`src/rtl/indexed_list_shift_store_core_defines.svh`:
```
// assertion macros shared by the indexed list store rtl
// no dependencies; included by files that carry concurrent checks
`ifndef INDEXED_LIST_SHIFT_STORE_CORE_DEFINES_SVH
`define INDEXED_LIST_SHIFT_STORE_CORE_DEFINES_SVH

// same-cycle implication, checks off while in reset
`define ILSS_ASSERT_IMPLY(label, clk, rst_n, ante, cons, msg) \
  label: assert property (@(posedge clk) disable iff (!rst_n) (ante) |-> (cons)) \
    else $error(msg);

// next-cycle implication, checks off while in reset
`define ILSS_ASSERT_NEXT(label, clk, rst_n, ante, cons, msg) \
  label: assert property (@(posedge clk) disable iff (!rst_n) (ante) |=> (cons)) \
    else $error(msg);

`endif

```
`src/rtl/ilss_pkg.sv`:
```
// shared types, codes and sizing functions for the indexed list store
// no dependencies; imported by every module of the block
`default_nettype none

package ilss_pkg;

  localparam int CAPACITY_DEF   = 1024;
  localparam int ITEM_WIDTH_DEF = 32;

  localparam int CMD_W       = 3;
  localparam int POS_W       = 10;
  localparam int ITEM_IO_W   = 32;
  localparam int STATUS_W    = 2;
  localparam int LEN_OUT_W   = 11;
  localparam int IN_TDATA_W  = 48;
  localparam int OUT_TDATA_W = 48;
  localparam int OUT_PAD_W   = OUT_TDATA_W - ITEM_IO_W - LEN_OUT_W;

  // widest cell index the op struct can carry (capacity up to 65536)
  localparam int MAX_IDX_W = 16;

  // read tree fan-in per level
  localparam int TREE_RADIX_LOG = 4;
  localparam int TREE_RADIX     = 1 << TREE_RADIX_LOG;

  typedef logic [CMD_W-1:0]    cmd_t;
  typedef logic [STATUS_W-1:0] status_t;

  localparam cmd_t CMD_APPEND    = 3'd0;
  localparam cmd_t CMD_POP       = 3'd1;
  localparam cmd_t CMD_READ      = 3'd2;
  localparam cmd_t CMD_OVERWRITE = 3'd3;
  localparam cmd_t CMD_INSERT    = 3'd4;
  localparam cmd_t CMD_REMOVE    = 3'd5;

  localparam status_t ST_OK    = 2'd0;
  localparam status_t ST_RANGE = 2'd1;
  localparam status_t ST_EMPTY = 2'd2;
  localparam status_t ST_FULL  = 2'd3;

  // broadcast to every cell during the execute cycle
  typedef struct packed {
    logic                 wr;      // write word at pos
    logic                 ins;     // shift up above pos, write word at pos
    logic                 rem;     // shift down from pos
    logic                 rd;      // capture entry at rd_pos for the read tree
    logic [MAX_IDX_W-1:0] pos;
    logic [MAX_IDX_W-1:0] rd_pos;
  } cell_op_t;

  function automatic int tree_levels(input int leaves);
    int lv;
    lv = ($clog2(leaves) + TREE_RADIX_LOG - 1) / TREE_RADIX_LOG;
    if (lv < 1) begin
      lv = 1;
    end
    return lv;
  endfunction

  // offset of the first node of a level in the flat node array (level 1 at 0)
  function automatic int tree_off(input int pad, input int lvl);
    int off;
    off = 0;
    for (int k = 1; k < lvl; k++) begin
      off += pad >> (TREE_RADIX_LOG * k);
    end
    return off;
  endfunction

endpackage

`default_nettype wire

```
`src/rtl/ilss_cell.sv`:
```
// one list entry: holds a word, shifts with its neighbors, offers it to the read tree
// depends on ilss_pkg
`default_nettype none

module ilss_cell #(
  parameter int ITEM_WIDTH = 32,
  parameter int IDX_W      = 10,
  parameter int INDEX      = 0
) (
  input  wire                     clk,
  input  ilss_pkg::cell_op_t      op,
  input  wire  [ITEM_WIDTH-1:0]   wr_word,
  input  wire  [ITEM_WIDTH-1:0]   prev_q,
  input  wire  [ITEM_WIDTH-1:0]   next_q,
  output logic [ITEM_WIDTH-1:0]   data_q,
  output logic [ITEM_WIDTH-1:0]   rd_q
);
  import ilss_pkg::*;

  localparam logic [IDX_W-1:0] MY_IDX = IDX_W'(INDEX);

  logic [ITEM_WIDTH-1:0] data_r, data_nxt;
  logic [ITEM_WIDTH-1:0] rd_r, rd_nxt;
  logic [IDX_W-1:0]      pos, rd_pos;

  assign pos    = op.pos[IDX_W-1:0];
  assign rd_pos = op.rd_pos[IDX_W-1:0];

  always_comb begin
    priority if (op.ins && (MY_IDX > pos)) begin
      data_nxt = prev_q;
    end else if ((op.ins || op.wr) && (MY_IDX == pos)) begin
      data_nxt = wr_word;
    end else if (op.rem && (MY_IDX >= pos)) begin
      data_nxt = next_q;
    end else begin
      data_nxt = data_r;
    end
  end

  // zero unless selected, so the tree can simply or everything together
  always_comb begin
    if (op.rd) begin
      rd_nxt = (MY_IDX == rd_pos) ? data_r : '0;
    end else begin
      rd_nxt = rd_r;
    end
  end

  always_ff @(posedge clk) begin
    data_r <= data_nxt;
    rd_r   <= rd_nxt;
  end

  assign data_q = data_r;
  assign rd_q   = rd_r;

endmodule

`default_nettype wire

```
`config.mk`:
```
export PLATFORM = sky130hd
export DESIGN_NAME = ilss_cell
export DESIGN_NICKNAME = d
export VERILOG_FILES = /design/src/rtl/indexed_list_shift_store_core_defines.svh /design/src/rtl/ilss_pkg.sv /design/src/rtl/ilss_cell.sv
export SDC_FILE = /design/constraint.sdc
export NUM_CORES = 1
export LEC_CHECK = 0
export BUFFER_PORTS_ARGS = -buffer_cell sky130_fd_sc_hd__buf_4
export CAP_MARGIN = 20
export CORE_UTILIZATION = 40
export CTS_CLUSTER_SIZE = 14
export DETAILED_ROUTE_END_ITERATION = 16
export PLACE_DENSITY = 0.78
export SKIP_LAST_GASP = 1
export SYNTH_ARGS = -nofsm -noshare
export SYNTH_HDL_FRONTEND = slang
export SYNTH_SLANG_ARGS = --single-unit
```
`constraint.sdc`:
```
create_clock -name clk -period 3.8 [get_ports clk]
set_clock_uncertainty 0.2 [all_clocks]
set_input_delay 0.19 -clock clk [delete_from_list [all_inputs] [get_ports clk]]
set_output_delay 0.19 -clock clk [all_outputs]
set_load 0.005 [all_outputs]
```
==> results of run 1 <==
==> worst max-delay path by stage <==
stage                           end  cells past startpoint  slack, ns  startpoint
6_report       data_q[25]$_DFFE_PP_                      6       1.05      op[19]
5_1_grt        data_q[25]$_DFFE_PP_                      6       0.87      op[19]
4_1_cts         data_q[1]$_DFFE_PP_                      6       1.05      op[25]
3_5_place_dp    data_q[1]$_DFFE_PP_                      5       1.26      op[19]
3_3_place_gp   data_q[25]$_DFFE_PP_                      5       1.28      op[19]
2_1_floorplan   data_q[0]$_DFFE_PP_                      2       1.72      op[19]
==> layer usage <==
metal  share of wire  GRT usage  up-vias
met1            0.34      0.178      995
met5               0          0        -
met3           0.075     0.0574       16
met2            0.56      0.381      114
li1                -          -      988
met4           0.023     0.0970        0
==> cell usage in the layout (no fill, tap or decap), types with 2 or more instances in the layout <==
cell type,synthesis,layout
and2_1,7,7
and2_2,25,25
buf_4,0,155
bufinv_16,0,2
clkbuf_8,0,9
clkinv_1,0,2
clkinv_2,0,2
dlygate4sd3_1,0,64
edfxtp_1,64,64
mux2_2,2,2
mux2_4,30,30
nor4_1,2,2
==> area by class of cell <==
cell class	instances	area, sq um	area share
sequential	64	1920	0.397
tap	80	100	0.0207
clock buffer	9	124	0.0256
multi-input combinational	73	802	0.166
timing repair buffer	219	1800	0.373
clock inverter	7	86.3	0.0178
==> power groups by stage <==
stage / registers [uW] / logic [uW] / clock network (uW)
global placement: 802 / 121 / 0
finish: 787 / 177 / 611
floorplan: 804 / 27.6 / 0
detailed placement: 802 / 125 / 0
CTS: 787 / 176 / 626
global route: 787 / 188 / 656
==> through the flow <==
stage	power, uW	cells
after global routing	1630	452
after global placement	923	372
after CTS	1590	452
final	1570	452
after floorplan	831	143
after detailed placement	927	372
==> state kept, by name, indices dropped and copies added, names as in the netlist <==
register and count:
data_q 32, rd_q 32
==> repair_timing <==
| action | in CTS | in global routing |
|---|---|---|
| endpoints found under the hold margin | 32 | 0 |
| hold buffers | 64 | 0 |
| buffers inserted | 0 | 0 |
==> logic make-up after synthesis <==
group | count (synthesis) | synth area share
AND/OR/NAND/NOR | 40 | 0.109
multiplexers | 32 | 0.170
flip-flops | 64 | 0.691
AO/OA/AOI/OAI | 1 | 0.00540
buffers and inverters | 6 | 0.0243
==> results_dict.tcl, run 1 <==
set metrics [dict create \
    place_area_sq_mm 0.00399 \
    antenna_found_initial 0 \
    worstReg2RegStart "data_q[29]$_DFFE_PP_" \
    crit_type "input pin to register" \
    path_buf_inv 3 \
    rows 30 \
    yosysTopAreaCell "edfxtp_1" \
    grt_max_degree 33 \
    synth_seq_area_share 0.691 \
    drtIter0Drc 61 \
    io_pins 197 \
    crit_top_cell "buf_4" \
    power_density_mw_per_mm2 325 \
    grt_pass1_vias 2254 \
    internal_power_uw 1280 \
    cp.required_ns 3.68 \
    cp_cell_sequence "buf_4 > nor4_1 > o2111ai_4 > buf_4 > mux2_4 > dlygate4sd3_1" \
    crit_fanout 19 \
    io_buffer_count 152 \
    post-route-cell-area_sq_mm 0.00484 \
    start_util 0.411 \
    fmax_mhz 363 \
    hold_slack_ns 0.113 \
    utilization 0.716 \
    combPwrFrac 0.112 \
    cts-root-buf "clkbuf_8" \
    setup_tns_ns 0 \
    num-fill-cells 453 \
    post-place-ws_ns 1.26 \
    min_path_type "input pin to register" \
    drc 0 \
    die_y_um 85.4 \
    pwr-share-seq 0.500 \
    synth_most_common_cell "edfxtp_1" \
    grt_overflow_total 0 \
    rsz0062_at_grt "false" \
    area_delta_synth_final_pct 74.0 \
    num_vias 2113 \
    clockPowerShare 0.388 \
    tightest_slew_ns 0.696 \
    synth.top_cell.area_share 0.691 \
    crit_path_end_kind "register" \
    yosys_warnings 0 \
    clk_latency_ns 0.33 \
    worst-r2r-setup-slack_ns 2.76 \
    slew_headroom 0.536 \
    netlist_instances 143 \
    netlist_area_sq_mm 0.00278 \
    dieWidth_um 85.4 \
    gp_congestion 0.688 \
    core_area_sq_mm 0.00676 \
    power_leakage_uw 0.00219 \
    clkSinkCount 64 \
    synth_seq_cells 64 \
    ant_nets 0 \
    slew_viol_final 0 \
    min-delay-start "op[32]" \
    p_sw_frac 0.186 \
    fin_crit_sh 0.724 \
    drt_first_pass_iters 4 \
    ir_drop_v 0.000173 \
    cts.repair.resized 0 \
    worst_path_largest_cell_delay_ns 0.57 \
    drive_above_1_share 0.616 \
    cp-start-kind "input pin" \
    antenna-diode-count 0 \
    grt_use_total 0.193 \
    holdPathEnd "rd_q[26]$_SDFFCE_PP0P_" \
    cap_viol_max_count 0 \
    synth_nets 276 \
    finalHoldViolCount 0 \
    synth_area_per_cell_sq_um 19.4 \
    switching_power_uw 294 \
    crit_family "buffers and inverters" \
    avgRoutedWirePerCell_um 15.1 \
    rr_worst_depth 1 \
    outcome "finished, final reports clean" \
    ys_types 14 \
    synth_edf_count 64 \
    async_reset_ff_frac 0 \
    critPathArrivalTime_ns 2.63 \
    ys_top_cells_by_area "edfxtp_1, mux2_4, and2_2" \
    fin_ws_ns 1.05 \
    grt_pass1_wl_mm 10.4 \
    hold_path_depth 1 \
    cts_tree "done" \
    totalWireLength_mm 6.85 \
    cts_buffers 9 \
    yosys-top-cells-count "edfxtp_1, mux2_4, and2_2" \
    cts.path.max_buffers 2 \
    finalSetupViolCount 0 \
    h-tree-depth 3 \
    fp.dieArea_sq_mm 0.00729 \
    reg2reg_to "rd_q[29]$_SDFFCE_PP0P_" \
    post-dp-hpwl_mm 4.51 \
    layout.nets 500 \
    clk_pin_slew_ns 0.07 \
    slowest_stage "dlygate4sd3_1" \
    fin_crit_ns 2.75 \
    routed_via_density 4.67 \
    synth_flop_cell "edfxtp_1" \
]
Note: power is estimated with default switching activity, not from simulation.
==> inputs of run 2 (changes only) <==
ABC_AREA = 1   (was not set)
PLACE_DENSITY = 0.77   (was 0.78)
clock period = 2.6 ns   (was 3.8 ns; I/O delays follow)
==> results_dict.tcl, run 2 <==
set metrics [dict create \
    avgRoutedWirePerCell_um 15.0 \
    worstReg2RegStart "data_q[6]$_DFFE_PP_" \
    yosysTopAreaCell "edfxtp_1" \
    netlist_instances 233 \
    synth_most_common_cell "nand2_1" \
    post-dp-hpwl_mm 5.23 \
    finalHoldViolCount 0 \
    drt_first_pass_iters 4 \
    clk_pin_slew_ns 0.07 \
    slew_headroom 0.301 \
    holdPathEnd "rd_q[8]$_SDFFCE_PP0P_" \
    ys_top_cells_by_area "edfxtp_1, nand2_1, nor3b_1" \
    clkSinkCount 64 \
    fmax_mhz 485 \
    num-fill-cells 520 \
    crit_type "input pin to register" \
    ant_nets 0 \
    grt_pass1_wl_mm 12.7 \
    hold_slack_ns 0.0625 \
    synth_seq_cells 64 \
    ys_types 18 \
    place_area_sq_mm 0.00404 \
    mostFrequentLayoutCell "buf_4" \
    reg2reg_to "rd_q[6]$_SDFFCE_PP0P_" \
    netlist_area_sq_mm 0.00284 \
    async_reset_ff_frac 0 \
    start_util 0.416 \
    synth_nets 366 \
    utilization 0.712 \
    rr_worst_depth 1 \
    gp_congestion 0.782 \
    ir_drop_v 0.000231 \
    area_delta_synth_final_pct 71.1 \
    grt_pass1_vias 2625 \
    totalWireLength_mm 8.22 \
    worst-r2r-setup-slack_ns 1.52 \
    routed_via_density 4.87 \
    rsz0062_at_grt "false" \
    clk_latency_ns 0.33 \
    antenna-diode-count 0 \
    drtIter0Drc 96 \
    cts-root-buf "clkbuf_8" \
    cts-hold-fix-buffers 64 \
    rows 30 \
    min_path_type "input pin to register" \
    cp.required_ns 2.49 \
    cap_viol_max_count 0 \
    num_vias 2667 \
    path_buf_inv 3 \
    fp.dieArea_sq_mm 0.00745 \
    cts.path.max_buffers 2 \
    crit_path_end_kind "register" \
    outcome "finished, final reports clean" \
    yosys-top-cells-count "nand2_1, edfxtp_1, nand4_1, nor3b_1, nor2_1" \
    grt_max_degree 33 \
    hold_path_depth 1 \
    synth.top_cell.area_share 0.676 \
    drive_above_1_share 0.392 \
    cp-start-kind "input pin" \
    min-delay-start "op[32]" \
    grt_use_total 0.226 \
    layout_common_cells "buf_4, nand2_1, edfxtp_1, dlygate4sd3_1" \
    fin_crit_sh 0.793 \
    io_buffer_count 152 \
    layout.nets 580 \
    post-route-cell-area_sq_mm 0.00487 \
    cp_cell_sequence "buf_4 > inv_1 > nand2_1 > nor2_2 > nand3_4 > nand2_1 > nand2_1 > dlygate4sd3_1" \
    core_area_sq_mm 0.00683 \
    synth_edf_count 64 \
    grt_overflow_total 0 \
    critPathArrivalTime_ns 1.95 \
    die_y_um 86.3 \
    drc 0 \
    synth_area_per_cell_sq_um 12.2 \
    crit_family "simple AND/OR/NAND/NOR gates" \
    tightest_slew_ns 1.05 \
    worst_path_largest_cell_delay_ns 0.56 \
    cts_tree "done" \
    slew_viol_final 0 \
    yosys_warnings 0 \
    dieWidth_um 86.3 \
    cts_buffers 9 \
    h-tree-depth 3 \
    post_cts_buffers 0 \
    antenna_found_initial 0 \
    slowest_stage "dlygate4sd3_1" \
    power_density_mw_per_mm2 458 \
    power_leakage_uw 0.00213 \
    crit_top_cell "nand2_1" \
    crit_fanout 32 \
    cts.repair.resized 0 \
    io_pins 197 \
    fin_crit_ns 2.06 \
    synth_flop_cell "edfxtp_1" \
    finalSetupViolCount 0 \
    synth_seq_area_share 0.676 \
    p_total_uw 2230 \
    setup_tns_ns 0 \
]
## run 2: changes by cell type after synthesis, moves of 5 or more
| cell | change |
|---|---|
| buf_2 | +5 |
| nand4_1 | +32 |
| clkbuf_1 | +5 |
| nor2_1 | +6 |
| and2_2 | -25 |
| mux2_4 | -30 |
| nor3b_1 | +32 |
| and2_1 | -7 |
| nand2_1 | +68 |
## run 2: kinds of logic after synthesis
logic type,after synthesis,share of synthesized area
and+or+nand+nor,145,0.276
DFF,64,0.676
buffers and inverters,23,0.0444
AOI/OAI and AO/OA,1,0.00352
## run 2: how the worst max path moves through the flow
stage / slack (ns) / cells after the start / end / start
6_report: 0.54 / 8 / data_q[30]$_DFFE_PP_ / op[17]
4_1_cts: 0.57 / 8 / data_q[29]$_DFFE_PP_ / op[17]
2_1_floorplan: 0.57 / 4 / data_q[0]$_DFFE_PP_ / op[19]
3_5_place_dp: 0.75 / 7 / data_q[9]$_DFFE_PP_ / op[17]
3_3_place_gp: 0.83 / 7 / data_q[2]$_DFFE_PP_ / op[16]
5_1_grt: 0.38 / 8 / data_q[30]$_DFFE_PP_ / op[17]
## run 2: cell type report
class                   count  area, sq um  share of cell area
clock inverters             6         60.1              0.0123
multi-input cells         146          796               0.163
well taps                  96          120              0.0247
flip-flops and latches     64         1920               0.395
clock buffers              10          128              0.0262
repair buffers            222         1830               0.375
inverters                   4         15.0             0.00308
## run 2: per-layer routing
metal	vias up	routed length (um)	GRT usage
met1	1284	3320	0.269
met5	-	0	0
met3	14	358	0.0276
met4	0	157	0.0924
met2	97	4380	0.413
li1	1272	-	-
## run 2: where the power goes
part	switching (uW)	leakage (uW)	internal [uW]
clock	375	0.0000920	438
sequential	4.03	0.000631	1150
combinational	90.8	0.00141	177
## run 2: stage by stage
stage | worst slack [ns] | cells
floorplan | 0.570 | 233
global placement | 0.830 | 468
detailed placement | 0.753 | 468
CTS | 0.568 | 548
global route | 0.377 | 548
finish | 0.537 | 548
==> inputs of run 3 (changes only) <==
clock period = 2.11 ns   (was 2.6 ns; I/O delays follow)
==> results_dict.tcl, run 3 (synthesis gave the netlist of run 2 again) <==
set metrics [dict create \
    outcome "finished, final reports clean" \
    setup_tns_ns 0 \
    ant_nets 0 \
    layout.nets 582 \
    core_area_sq_mm 0.00683 \
    rows 30 \
    ir_drop_v 0.000311 \
    num_vias 2728 \
    antenna_found_initial 0 \
    mostFrequentLayoutCell "buf_4" \
    grt_max_degree 33 \
    cts-root-buf "clkbuf_8" \
    grt_overflow_total 0 \
    power_density_mw_per_mm2 606 \
    finalSetupViolCount 0 \
    totalWireLength_mm 8.78 \
    io_buffer_count 152 \
    grt_pass1_wl_mm 13.0 \
    io_pins 197 \
    drt_first_pass_iters 4 \
    layout_common_cells "buf_4, nand2_1, edfxtp_1, dlygate4sd3_1" \
    fin_crit_ns 1.96 \
    grt_pass1_vias 2679 \
    crit_type "input pin to register" \
    post-place-ws_ns 0.310 \
    cts_buffers 9 \
    cp-start-kind "input pin" \
    tightest_slew_ns 0.463 \
    routed_via_density 4.96 \
    drive_above_1_share 0.392 \
    cap_viol_max_count 0 \
    post_cts_buffers 0 \
    fin_crit_sh 0.928 \
    antenna-diode-count 0 \
    clkSinkCount 64 \
    clk_pin_slew_ns 0.08 \
    finalHoldViolCount 0 \
    h-tree-depth 3 \
    hold_slack_ns 0.0344 \
    fp.dieArea_sq_mm 0.00745 \
    drc 0 \
    drtIter0Drc 141 \
    area_delta_synth_final_pct 73.8 \
    min_path_type "input pin to register" \
    clk_latency_ns 0.33 \
    grt_use_total 0.234 \
    fin_ws_ns 0.153 \
    crit_path_end_kind "register" \
    rsz0062_at_grt "false" \
    cts.path.max_buffers 2 \
    power_leakage_uw 0.00216 \
    fmax_mhz 511 \
    start_util 0.416 \
    die_y_um 86.3 \
    cts_tree "done" \
    critPathArrivalTime_ns 1.94 \
    cp.required_ns 2.10 \
    slew_viol_final 0 \
    crit_fanout 27 \
    post-dp-hpwl_mm 5.27 \
    avgRoutedWirePerCell_um 16.0 \
    gp_congestion 0.782 \
    dieWidth_um 86.3 \
    slew_headroom 0.691 \
]
## run 3: what timing repair did
item | CTS | global route
gates resized for setup | 0 | 2
hold buffers | 64 | 0
setup endpoints to repair | 0 | 29
hold endpoints to repair | 32 | 0
## run 3: path summary, 6_finish.rpt
kind | start | end | depth (start not counted) | slack (ns)
setup reg to reg | data_q[6]$_DFFE_PP_ | rd_q[6]$_SDFFCE_PP0P_ | 1 | 1.07
setup / recovery | op[19] | data_q[10]$_DFFE_PP_ | 7 | 0.15
hold reg to reg | data_q[14]$_DFFE_PP_ | rd_q[14]$_SDFFCE_PP0P_ | 1 | 0.45
hold / removal | op[32] | rd_q[30]$_SDFFCE_PP0P_ | 1 | 0.03
## run 3: metrics by stage
| step | cells | util | instance area [sq um] | power (uW) |
|---|---|---|---|---|
| after floorplan | 233 | - | 2840 | 1500 |
| after global placement | 469 | 0.592 | 4050 | 1670 |
| after detailed placement | 469 | 0.592 | 4050 | 1680 |
| after CTS | 549 | 0.720 | 4920 | 3000 |
| after global routing | 550 | 0.724 | 4940 | 3090 |
| final | 550 | 0.724 | 4940 | 2990 |
## run 3: metal layers
layer,routed length (um),track usage,up-vias
li1,-,-,1281
met1,3420,0.265,1301
met3,464,0.0352,16
met5,0,0,-
met2,4690,0.424,130
met4,201,0.127,0
## run 3: layout make-up
type | count | area (sq um)
Clock inverter | 7 | 110
Multi-Input combinational cell | 147 | 818
Inverter | 4 | 15.0
Sequential cell | 64 | 1920
Clock buffer | 9 | 124
Timing Repair Buffer | 223 | 1830
Tap cell | 96 | 120
Fill cell | 490 | 1890
## run 3: power by group
group	switching, uW	internal, uW
Combinational	119	219
Sequential	4.78	1410
Clock	465	775
## run 3: critical path, cell delays in order
cell and delay (ns):
buf_4 0.11, or2_4 0.27, nor2_8 0.20, buf_4 0.34, nand4_1 0.17, nand2_1 0.15
dlygate4sd3_1 0.58
